$ cat src/hw/rtl/mdfd_pkg.sv
// Shared types, codes and constants of the magic-delimited frame deframer.
// No dependencies; every other file imports it.
package mdfd_pkg;

    localparam int unsigned BYTE_W   = 8;
    localparam int unsigned FIELD_W  = 16;
    localparam int unsigned LEN_W    = 15;
    localparam int unsigned ADDR_W   = 3;
    localparam int unsigned APB_W    = 32;

    // Register index, taken from paddr[2] (registers on 32-bit words)
    localparam logic REG_LEN_BE      = 1'b0;
    localparam logic REG_MAX_PAYLOAD = 1'b1;

    localparam logic [LEN_W-1:0] MAX_PAYLOAD_RST = 15'h7FFF;

    // Frame layout: positions within a frame
    localparam logic [FIELD_W-1:0] POS_TYPE    = 16'd4;
    localparam logic [FIELD_W-1:0] POS_LENGTH  = 16'd6;
    localparam logic [FIELD_W-1:0] POS_PAYLOAD = 16'd8;
    localparam logic [FIELD_W-1:0] POS_LEN_HI  = 16'd7;
    localparam logic [1:0]         TRL_LAST    = 2'd3;

    localparam logic [BYTE_W-1:0] HEAD_MAGIC [4] = '{8'h00, 8'h65, 8'h6E, 8'h64};
    localparam logic [BYTE_W-1:0] TAIL_MAGIC [4] = '{8'h64, 8'h6E, 8'h65, 8'h00};

    typedef enum logic [2:0] {
        ROLE_HEADER  = 3'd0,
        ROLE_TYPE    = 3'd1,
        ROLE_LENGTH  = 3'd2,
        ROLE_PAYLOAD = 3'd3,
        ROLE_TRAILER = 3'd4,
        ROLE_DISCARD = 3'd5
    } t_role;

    typedef enum logic [2:0] {
        ST_BUSY     = 3'd0,
        ST_GOOD     = 3'd1,
        ST_HDR_BAD  = 3'd2,
        ST_TRL_BAD  = 3'd3,
        ST_LEN_BAD  = 3'd4
    } t_status;

    typedef struct packed {
        logic [BYTE_W-1:0] data_byte;
        logic              restart;
    } t_in_item;

    typedef struct packed {
        logic [BYTE_W-1:0]  out_byte;
        t_role              byte_role;
        logic               frame_last;
        t_status            frame_status;
        logic [FIELD_W-1:0] frame_type;
        logic [LEN_W-1:0]   payload_length;
    } t_out_item;

    typedef struct packed {
        logic             len_be;
        logic [LEN_W-1:0] max_payload;
    } t_cfg;

endpackage

$ cat src/hw/rtl/mdfd_if.sv
// Valid/ready stream interfaces for the deframer's byte input and result output.
// Depends on mdfd_pkg.
interface mdfd_in_if import mdfd_pkg::*; ();
    logic     valid;
    logic     ready;
    t_in_item payload;

    modport source (output valid, output payload, input ready);
    modport sink   (input valid, input payload, output ready);
endinterface

interface mdfd_out_if import mdfd_pkg::*; ();
    logic      valid;
    logic      ready;
    t_out_item payload;

    modport source (output valid, output payload, input ready);
    modport sink   (input valid, input payload, output ready);
endinterface

$ cat src/hw/rtl/magic_delimited_frame_deframer_unit.sv
// Top level of the magic-delimited frame deframer: config registers, parser, result queue.
// Depends on mdfd_pkg, mdfd_if, mdfd_regs, mdfd_parse and mdfd_outq.
//
// Usage
//  - i_in carries one received byte per transfer (data_byte) plus a restart
//    flag that drops any partial frame and clears the error latch first.
//  - o_out carries exactly one result per input byte, in order: the byte,
//    its role, frame_last, frame_status and the type/length seen so far.
//  - APB port: byte 0x0 = length_big_endian (bit 0), 0x4 = max_payload
//    (bits 14:0). pready is tied high; write only while the block is idle.
//  - Each result is registered in the result queue as its byte is taken.
//  - Throughput: one byte per cycle while the queue has room. The parser
//    updates its frame position, field accumulators and flags combinationally.
//  - Receiver stall: a two-entry result queue lets one more byte be taken
//    while a result waits; i_in.ready drops only once both entries are full.
//  - Reset (synchronous, active low) clears the frame state, the error
//    latch and the queue, and restores the registers to byte order little
//    endian and max_payload 32767. No clearing pass; ready at once.
module magic_delimited_frame_deframer_unit import mdfd_pkg::*; (
    input  logic              i_clk,
    input  logic              i_rst_n,
    mdfd_in_if.sink           i_in,
    mdfd_out_if.source        o_out,
    input  logic              psel,
    input  logic              penable,
    input  logic              pwrite,
    input  logic [ADDR_W-1:0] paddr,
    input  logic [APB_W-1:0]  pwdata,
    output logic [APB_W-1:0]  prdata,
    output logic              pready
);

    t_cfg      cfg;
    t_out_item result;
    logic      q_ready;
    logic      in_xfer;

    // one input transfer per cycle whenever the queue has room
    assign i_in.ready = q_ready;
    assign in_xfer    = i_in.valid && q_ready;

    mdfd_regs u_regs (
        .i_clk   (i_clk),
        .i_rst_n (i_rst_n),
        .psel    (psel),
        .penable (penable),
        .pwrite  (pwrite),
        .paddr   (paddr),
        .pwdata  (pwdata),
        .prdata  (prdata),
        .pready  (pready),
        .o_cfg   (cfg)
    );

    // tags the byte and advances frame state on each transfer
    mdfd_parse u_parse (
        .i_clk    (i_clk),
        .i_rst_n  (i_rst_n),
        .i_accept (in_xfer),
        .i_item   (i_in.payload),
        .i_cfg    (cfg),
        .o_result (result)
    );

    // result register and skid entry towards the receiver
    mdfd_outq u_outq (
        .i_clk       (i_clk),
        .i_rst_n     (i_rst_n),
        .i_push      (in_xfer),
        .i_item      (result),
        .o_ready     (q_ready),
        .o_valid     (o_out.valid),
        .o_item      (o_out.payload),
        .i_pop_ready (o_out.ready)
    );

endmodule

$ cat src/hw/rtl/mdfd_regs.sv
// APB-style configuration registers: length byte order and payload limit.
// Depends on mdfd_pkg.
module mdfd_regs import mdfd_pkg::*; (
    input  logic              i_clk,
    input  logic              i_rst_n,
    input  logic              psel,
    input  logic              penable,
    input  logic              pwrite,
    input  logic [ADDR_W-1:0] paddr,
    input  logic [APB_W-1:0]  pwdata,
    output logic [APB_W-1:0]  prdata,
    output logic              pready,
    output t_cfg              o_cfg
);

    t_cfg r_cfg;
    logic wr_en;

    assign pready = 1'b1;
    assign wr_en  = psel && penable && pwrite && pready;
    assign o_cfg  = r_cfg;

    always_ff @(posedge i_clk) begin
        if (!i_rst_n) begin
            r_cfg.len_be      <= 1'b0;
            r_cfg.max_payload <= MAX_PAYLOAD_RST;
        end else if (wr_en) begin
            unique case (paddr[2])
                REG_LEN_BE:      r_cfg.len_be      <= pwdata[0];
                REG_MAX_PAYLOAD: r_cfg.max_payload <= pwdata[LEN_W-1:0];
                default: ;
            endcase
        end
    end

    always_comb begin
        prdata = '0;
        unique case (paddr[2])
            REG_LEN_BE:      prdata[0]         = r_cfg.len_be;
            REG_MAX_PAYLOAD: prdata[LEN_W-1:0] = r_cfg.max_payload;
            default: ;
        endcase
    end

endmodule

$ cat src/hw/rtl/mdfd_parse.sv
// Frame parser: state registers plus the single-pass next-state and tagging logic.
// Depends on mdfd_pkg.
module mdfd_parse import mdfd_pkg::*; (
    input  logic      i_clk,
    input  logic      i_rst_n,
    input  logic      i_accept,
    input  t_in_item  i_item,
    input  t_cfg      i_cfg,
    output t_out_item o_result
);

    logic [FIELD_W-1:0] r_pos,  n_pos;
    logic [FIELD_W-1:0] r_type, n_type;
    logic [FIELD_W-1:0] r_len,  n_len;
    logic               r_tok,  n_tok;
    logic               r_err,  n_err;

    logic [FIELD_W-1:0] pos_e, type_e, len_e;
    logic               tok_e, err_e;
    logic [FIELD_W-1:0] trl_off;
    logic [FIELD_W-1:0] fld_acc, fld_new;
    logic [FIELD_W:0]   pay_end;
    logic [BYTE_W-1:0]  b;
    t_role              role;
    logic               last;
    t_status            status;

    assign b = i_item.data_byte;

    always_comb begin
        // restart wipes the frame before this byte
        pos_e  = i_item.restart ? '0   : r_pos;
        type_e = i_item.restart ? '0   : r_type;
        len_e  = i_item.restart ? '0   : r_len;
        tok_e  = i_item.restart ? 1'b1 : r_tok;
        err_e  = i_item.restart ? 1'b0 : r_err;

        n_pos  = pos_e;
        n_type = type_e;
        n_len  = len_e;
        n_tok  = tok_e;
        n_err  = err_e;
        role   = ROLE_DISCARD;
        last   = 1'b0;
        status = ST_BUSY;

        pay_end = {1'b0, POS_PAYLOAD} + {1'b0, len_e};
        trl_off = pos_e - POS_PAYLOAD - len_e;

        // shared byte placer for the type and length fields
        fld_acc = (pos_e < POS_LENGTH) ? type_e : len_e;
        if (i_cfg.len_be ^ pos_e[0]) begin
            fld_new = {b, fld_acc[BYTE_W-1:0]};
        end else begin
            fld_new = {fld_acc[FIELD_W-1:BYTE_W], b};
        end

        if (!err_e) begin
            if (pos_e < POS_TYPE) begin
                role = ROLE_HEADER;
                if (pos_e == '0) begin
                    n_type = '0;
                    n_len  = '0;
                    n_tok  = 1'b1;
                end
                if (b != HEAD_MAGIC[pos_e[1:0]]) begin
                    last   = 1'b1;
                    status = ST_HDR_BAD;
                    n_err  = 1'b1;
                    n_pos  = '0;
                end else begin
                    n_pos  = pos_e + 16'd1;
                end
            end else if (pos_e < POS_LENGTH) begin
                role   = ROLE_TYPE;
                n_type = fld_new;
                n_pos  = pos_e + 16'd1;
            end else if (pos_e < POS_PAYLOAD) begin
                role  = ROLE_LENGTH;
                n_len = fld_new;
                if (pos_e == POS_LEN_HI &&
                    (fld_new == '0 || fld_new > {1'b0, i_cfg.max_payload})) begin
                    last   = 1'b1;
                    status = ST_LEN_BAD;
                    n_pos  = '0;
                end else begin
                    n_pos  = pos_e + 16'd1;
                end
            end else if ({1'b0, pos_e} < pay_end) begin
                role  = ROLE_PAYLOAD;
                n_pos = pos_e + 16'd1;
            end else begin
                role = ROLE_TRAILER;
                if (b != TAIL_MAGIC[trl_off[1:0]]) begin
                    n_tok = 1'b0;
                end
                if (trl_off[1:0] == TRL_LAST) begin
                    last   = 1'b1;
                    status = n_tok ? ST_GOOD : ST_TRL_BAD;
                    n_pos  = '0;
                    n_tok  = 1'b1;
                end else begin
                    n_pos  = pos_e + 16'd1;
                end
            end
        end

        o_result.out_byte       = b;
        o_result.byte_role      = role;
        o_result.frame_last     = last;
        o_result.frame_status   = status;
        o_result.frame_type     = n_type;
        o_result.payload_length = n_len[LEN_W-1:0];
    end

    always_ff @(posedge i_clk) begin
        if (!i_rst_n) begin
            r_pos  <= '0;
            r_type <= '0;
            r_len  <= '0;
            r_tok  <= 1'b1;
            r_err  <= 1'b0;
        end else if (i_accept) begin
            r_pos  <= n_pos;
            r_type <= n_type;
            r_len  <= n_len;
            r_tok  <= n_tok;
            r_err  <= n_err;
        end
    end

    a_err_parks_pos: assert property (@(posedge i_clk) disable iff (!i_rst_n)
        r_err |-> r_pos == '0)
        else $error("error latched with frame position not at zero");

    a_last_resyncs: assert property (@(posedge i_clk) disable iff (!i_rst_n)
        i_accept && o_result.frame_last |=> r_pos == '0)
        else $error("frame end did not return to header byte 0");

    a_hdr_bad_latches: assert property (@(posedge i_clk) disable iff (!i_rst_n)
        i_accept && o_result.frame_status == ST_HDR_BAD |=> r_err)
        else $error("header mismatch did not latch the error");

endmodule

$ cat src/hw/rtl/mdfd_outq.sv
// Two-entry result queue: output register plus skid entry.
// Depends on mdfd_pkg.
module mdfd_outq import mdfd_pkg::*; (
    input  logic      i_clk,
    input  logic      i_rst_n,
    input  logic      i_push,
    input  t_out_item i_item,
    output logic      o_ready,
    output logic      o_valid,
    output t_out_item o_item,
    input  logic      i_pop_ready
);

    t_out_item  r_mem [2];
    logic       r_wp, r_rp;
    logic [1:0] r_cnt;
    logic       pop;

    assign o_ready = (r_cnt != 2'd2);
    assign o_valid = (r_cnt != 2'd0);
    assign o_item  = r_mem[r_rp];
    assign pop     = o_valid && i_pop_ready;

    always_ff @(posedge i_clk) begin
        if (i_push) begin
            r_mem[r_wp] <= i_item;
        end
    end

    always_ff @(posedge i_clk) begin
        if (!i_rst_n) begin
            r_wp  <= 1'b0;
            r_rp  <= 1'b0;
            r_cnt <= 2'd0;
        end else begin
            if (i_push) begin
                r_wp <= ~r_wp;
            end
            if (pop) begin
                r_rp <= ~r_rp;
            end
            r_cnt <= r_cnt + {1'b0, i_push} - {1'b0, pop};
        end
    end

    a_cnt_bound: assert property (@(posedge i_clk) disable iff (!i_rst_n)
        r_cnt != 2'd3)
        else $error("result queue count out of range");

    a_no_push_full: assert property (@(posedge i_clk) disable iff (!i_rst_n)
        i_push |-> r_cnt != 2'd2)
        else $error("push into a full result queue");

endmodule

$ cat src/flat_wrapper.sv
// flat-port wrapper written by rule: the top's interface ports become plain ports
module magic_delimited_frame_deframer_unit_flat import mdfd_pkg::*;
  (i_clk, i_rst_n, psel, penable, pwrite, paddr, pwdata, prdata, pready, i_in_valid, i_in_payload, i_in_ready, o_out_valid, o_out_payload, o_out_ready);
  mdfd_in_if i_in_i ();
  mdfd_out_if o_out_i ();
  input  logic i_clk;
  input  logic i_rst_n;
  input  logic psel;
  input  logic penable;
  input  logic pwrite;
  input  logic [ADDR_W-1:0] paddr;
  input  logic [APB_W-1:0] pwdata;
  output logic [APB_W-1:0] prdata;
  output logic pready;
  input wire logic [$bits(i_in_i.valid)-1:0] i_in_valid;
  input wire logic [$bits(i_in_i.payload)-1:0] i_in_payload;
  output wire logic [$bits(i_in_i.ready)-1:0] i_in_ready;
  output wire logic [$bits(o_out_i.valid)-1:0] o_out_valid;
  output wire logic [$bits(o_out_i.payload)-1:0] o_out_payload;
  input wire logic [$bits(o_out_i.ready)-1:0] o_out_ready;
  assign i_in_i.valid = i_in_valid;
  assign i_in_i.payload = i_in_payload;
  assign i_in_ready = i_in_i.ready;
  assign o_out_valid = o_out_i.valid;
  assign o_out_payload = o_out_i.payload;
  assign o_out_i.ready = o_out_ready;
  magic_delimited_frame_deframer_unit u_core (.i_clk(i_clk), .i_rst_n(i_rst_n), .i_in(i_in_i), .o_out(o_out_i), .psel(psel), .penable(penable), .pwrite(pwrite), .paddr(paddr), .pwdata(pwdata), .prdata(prdata), .pready(pready));
endmodule
$ cat config.mk
export PLATFORM = sky130hd
export DESIGN_NAME = magic_delimited_frame_deframer_unit_flat
export DESIGN_NICKNAME = d
export VERILOG_FILES = /design/src/hw/rtl/mdfd_pkg.sv /design/src/hw/rtl/mdfd_if.sv /design/src/hw/rtl/magic_delimited_frame_deframer_unit.sv /design/src/hw/rtl/mdfd_regs.sv /design/src/hw/rtl/mdfd_parse.sv /design/src/hw/rtl/mdfd_outq.sv /design/src/flat_wrapper.sv
export SDC_FILE = /design/constraint.sdc
export NUM_CORES = 1
export LEC_CHECK = 0
export BUFFER_PORTS_ARGS = -buffer_cell sky130_fd_sc_hd__buf_2
export CAP_MARGIN = 25
export CORE_MARGIN = 2
export CORE_UTILIZATION = 35
export CTS_CLUSTER_SIZE = 30
export DETAILED_ROUTE_END_ITERATION = 10
export PLACE_DENSITY_LB_ADDON = 0.05
export SETUP_SLACK_MARGIN = 0.02
export SYNTH_ARGS = -nofsm -noshare
export SYNTH_HDL_FRONTEND = slang
export SYNTH_SLANG_ARGS = --single-unit
$ cat constraint.sdc
create_clock -name i_clk -period 6.73 [get_ports i_clk]
set_input_delay 0.673 -clock i_clk [delete_from_list [all_inputs] [get_ports i_clk]]
set_output_delay 0.673 -clock i_clk [all_outputs]
set_load 0.03 [all_outputs]
# After elaboration in Yosys (flattened, before gate mapping)
# Memory sizes are Yosys's and may differ from the RTL's. A register that Yosys moved wholly into a read port is not among the register bits.
# Index checks and enable logic that the tools add are counted.
[word_totals]
ff_bits = 70
ram_bits = 92
word_cells = 119
memories = 1
[memory_table]
columns = ["memory", "words", "width", "rd", "rd_ports_with_merged_regs", "wr", "line", "text"]
rows = [
  ["u_core.u_outq.r_mem", 2, 46, 1, 1, 1, "mdfd_outq.sv:14", "t_out_item r_mem [2];"],
]
[op_classes]
addsub = 6
n_lt_le_gt_ge = 7
n_eq_ne = 5
mux = 73
n_bitwise = 6
n_reduce_logical = 11
[op_table]
columns = ["op", "n"]
rows = [
  ["16-bit two-way mux", 22],
  ["8-bit binary-select mux with 2-bit select", 2],
  ["16-bit zero test", 2],
  ["16-bit by 3-bit < comparator with 1-bit output, second input constant", 2],
  ["8-bit two-way mux", 4],
  ["3-bit two-way mux", 10],
  ["1-bit two-way mux", 29],
  ["4-bit by 16-bit adder with 17-bit output, first input constant", 1],
  ["16-bit by 17-bit < comparator with 1-bit output", 1],
  ["16-bit by 1-bit adder with 16-bit output, second input constant", 1],
  ["16-bit by 3-bit == test with 1-bit output, second input constant", 1],
  ["16-bit by 15-bit greater-than comparator with 1-bit output", 1],
  ["16-bit by 4-bit < comparator with 1-bit output, second input constant", 1],
  ["8-bit inequality test", 2],
  ["14-bit two-way mux", 1],
  ["2-bit two-way mux", 4],
  ["3-bit greater-or-equal comparator, second input constant", 2],
  ["2-bit inverter with 3-bit output", 2],
  ["1-bit logical AND", 5],
  ["2-bit AND reduction", 2],
  ["1-bit inverter", 3],
  ["2-bit by 1-bit adder with 2-bit output", 1],
  ["2-bit == test, second input constant", 1],
  ["2-bit inequality test, second input constant", 1],
  ["other kinds (7)", 7],
]

# Logic depth before layout (Yosys ltp)
[logic_depth]
ltp_word = 21
ltp_mapped = 20

# Hierarchy
# A second synthesis with hierarchy kept.
[hier_totals]
hier_cells = 958
hier_area_um2 = 9793.1
[modules_own_cells]
columns = ["mod", "instances", "cells_each", "area_each_um2", "seq_area_each_um2"]
rows = [
  ["mdfd_parse", 1, 684, 5037.3, 1001.0],
  ["mdfd_outq", 1, 166, 3763.6, 2862.7],
  ["mdfd_regs", 1, 107, 985.9, 320.3],
  ["magic_delimited_frame_deframer_unit", 1, 1, 6.3, 0.0],
]

# Worst setup path after synthesis
# Ideal clock, no wire load.
[synth_timing]
path_kind = "input to register"
start = "input port i_in_payload[0]"
end = "memory u_core.u_outq.r_mem[0][34] (netlist bit) (data pin)"
setup_time_ps = 257
t_arrival_ps = 4074
path_slack_ps = 2398
path_stages = 19
path_cell_list = "clkbuf_1 > buf_1 > buf_1 > nor2b_1 > ha_1 > and2_1 > nand4_1 > xnor2_1 > nand2_1 > ha_1 > a2111oi_0 > o21ai_0 > nor3_1 > a2111o_1 > nand2b_1 > clkbuf_1 > nor2_1 > nor2_1 > nand2_1"
[synth_rtl]
columns = ["element", "line", "text"]
rows = [
  ["start, declared", "flat_wrapper.sv:16", "input wire logic [$bits(i_in_i.payload)-1:0] i_in_payload;"],
  ["end, declared", "mdfd_outq.sv:14", ""],
]

==> out/metrics.csv <==
metric,value,unit
Max Used Layer,met4,
Die X,163,um
# resized after CTS,0,
fraction of the yosys area taken by sequential cells,47.2,%
IO Port Bufs,94,
first-pass GRT wire length,37500,um
Synth cell types,68,
CTS max path bufs,2,
Fmax achieved,221,MHz
min cycle time layout,4530,ps
Max-Slew Margin vs Limit,26.7,%
worst slew pin tran,1090,ps
Final Worst Setup Slack,2200,ps
layout cells sized above 1,22.1,%
area of the die,0.0266,sq mm
GRT Overall Usage,18.3,%
maximum vdd ir drop,0.134,mV
Layout Skew,14.3,ps
CTS Buf Count,17,
status,completed,
Post-CTS Hold Fix Bufs,0,
CP bufs+invs,2,
Mapped Cells,868,
Root Driver,clkbuf_16,
Fin Hold WS,463,ps
FF+latch area,0.00419,sq mm
ys async rst share,0,%
Final Setup Violations,0,
static leakage,3.91,nW
area growth from synthesis to layout,15.5,%
Vert. Die Dim,163,um
Post-CTS Setup Repair Bufs,0,
total negative setup slack,0,ps
Initial DRC Count,544,
Synth top area share,31.2,%
clk sink count,163,
Initial Utilization,35.4,%
CP Capture Type,flip-flop,
clk slew on worst S/H paths,80,ps
DR WL/cell,18.4,um
"commonest cells after routing, fill and taps aside","buf_2 (94), edfxtp_1 (92), nand2_1 (79), dfxtp_1 (70), nor2b_1 (67)",
DRT antenna net count,0,
syn_area_per_cell,10.2,sq um
max capacitance violation total,0,
Synth Cell Area,0.00887,sq mm
largest net degree at the start of global routing,72,
Via density,5.21,
ant diodes,0,
detailed placement HPWL,16700,um
RSZ-0062 raised after global routing,false,
CP arrival,4710,ps
total vias in the final route,6754,
Hold Path Class,in2reg,
GPL Wtd Cong,0.827,
CTS H-tree depth,4,
Core ar.,0.0250,sq mm
WL final,23800,um
wire length on met3,1020,um
CP top delay family,compound AO/OA/AOI/OAI gates,
io pins,132,
Skew-Pair Late Insertion Delay,430,ps
Site Rows,58,
"most common cell after layout, fill and taps aside",buf_2,
footprint of the multi-input gates,0.00433,sq mm
fin. max-slew vios,0,
"EDFF count, synth",92,
Overflow after GRT,0,
Final Hold Viols,0,
metal2 WL,10600,um
Main synth FF type,edfxtp_1,
Synth area leaders,"edfxtp_1 (31%), dfxtp_1 (16%), mux2_2 (6.2%)",
Tcrit/Tclk final,67.3,%
Nets,1043,
Pre-antenna DRT Iters,5,
Setup CP Type,in2reg,
Slowest cell on crit path,xnor2_1,
data required time of the worst path,6910,ps
routed metal-1 wire length,11900,um
"FF+latch count, synth",163,
number of global-route vias before repair,6375,
Yosys top cell by area,edfxtp_1,
DR DRC count,0,
pwr/cell area,285,mW/mm^2
CTS tree,built,
CP Launch Type,input port,
Yosys warning count,0,
initial antenna violation count,0,
Worst Path Max Fanout,21,
fill count,2500,
dpl ws,1730,ps
"slowest stage delay, CP",730,ps
Final Power,2.91,mW
worst-path cell chain,buf_2 > nand2b_2 > inv_2 > xnor2_1 > nand2_1 > o211ai_1 > ha_1 > nor2b_1 > o21a_1 > o21a_1 > o21a_1 > o21ai_0 > nand2_1 > o2111a_1 > nor2_1 > nand2_1,
-- per-layer routing --
layer | vias to the layer above | global-route usage (%)
met5 | - | 0
met4 | 0 | 5.15
met3 | 26 | 3.12
met2 | 173 | 28.0
met1 | 3238 | 26.7
li1 | 3317 | -
-- Yosys cell counts, drive strengths merged (9+ instances only) --
cell type  count
o21ai         28
nor3          11
a32oi         10
nor2b         67
a22o          23
buf           24
o211ai        25
nor2          66
dfxtp         71
nand3         21
inv           29
mux2          49
and3           9
a21oi         32
nand2         80
and2           9
a22oi         32
nand4         16
edfxtp        92
clkbuf        40
xnor2         23
ha            38
-- kinds of logic after synthesis --
kind of cell               synth area share, %
other                                   0.0847
and+or+nand+nor                           18.2
muxes                                     6.90
DFF                                       47.2
buffers and inverters                     4.84
adders and majority gates                 5.36
xor gates and xnor gates                  2.86
AOI/OAI and AO/OA                         14.6
-- cell type report --
| cell class | count | share of cell area (%) |
|---|---|---|
| Clock inverter | 13 | 1.14 |
| Sequential cell | 163 | 40.9 |
| Tap cell | 330 | 4.03 |
| Clock buffer | 19 | 4.33 |
| Multi-Input combinational cell | 628 | 42.3 |
| Timing Repair Buffer | 115 | 6.25 |
| Inverter | 29 | 1.06 |
-- sequential cells by signal, summed over array words and instances (netlist names), named ones only --
signal	flops
u_core.u_outq.r_cnt	2
u_core.u_outq.r_mem	92
u_core.u_outq.r_rp	1
u_core.u_outq.r_wp	1
u_core.u_parse.r_err	1
u_core.u_parse.r_len	16
u_core.u_parse.r_pos	16
u_core.u_parse.r_tok	1
u_core.u_parse.r_type	16
u_core.u_regs.o_cfg	16
-- worst paths after layout --
check	end	cells after the start	slack, ps	startpoint
worst max register to register	u_core.u_outq.r_mem[1][34]	15	2310	u_core.u_parse.r_len[7]
worst min-delay path	u_core.u_regs.o_cfg[2]	3	460	pwdata[2]
worst min register to register	u_core.u_regs.o_cfg[0]	2	520	u_core.u_regs.o_cfg[0]
worst max-delay path	u_core.u_outq.r_mem[1][34]	16	2200	i_in_payload[0]
-- through the flow --
step | std cells | instance area (sq um) | util (%)
floorplan | 884 | 8930 | -
global placement | 1261 | 9640 | 38.5
detailed placement | 1264 | 9660 | 38.6
CTS | 1296 | 10200 | 40.8
global route | 1297 | 10200 | 40.9
finish | 1297 | 10200 | 40.9
-- worst reg2reg max path, delay by kind of cell, from the launching register on --
kind,cells,cell delay (ps)
simple gates,10,2170
compound gates,3,960
flops,1,560
fa+ha+maj,1,300
xor+xnor,1,180
-- report_power, final --
group          internal [mW]  switching (mW)
clock network          0.495           0.438
logic                  0.257           0.538
registers               1.15          0.0305
Power figures use the tool's default switching activity.
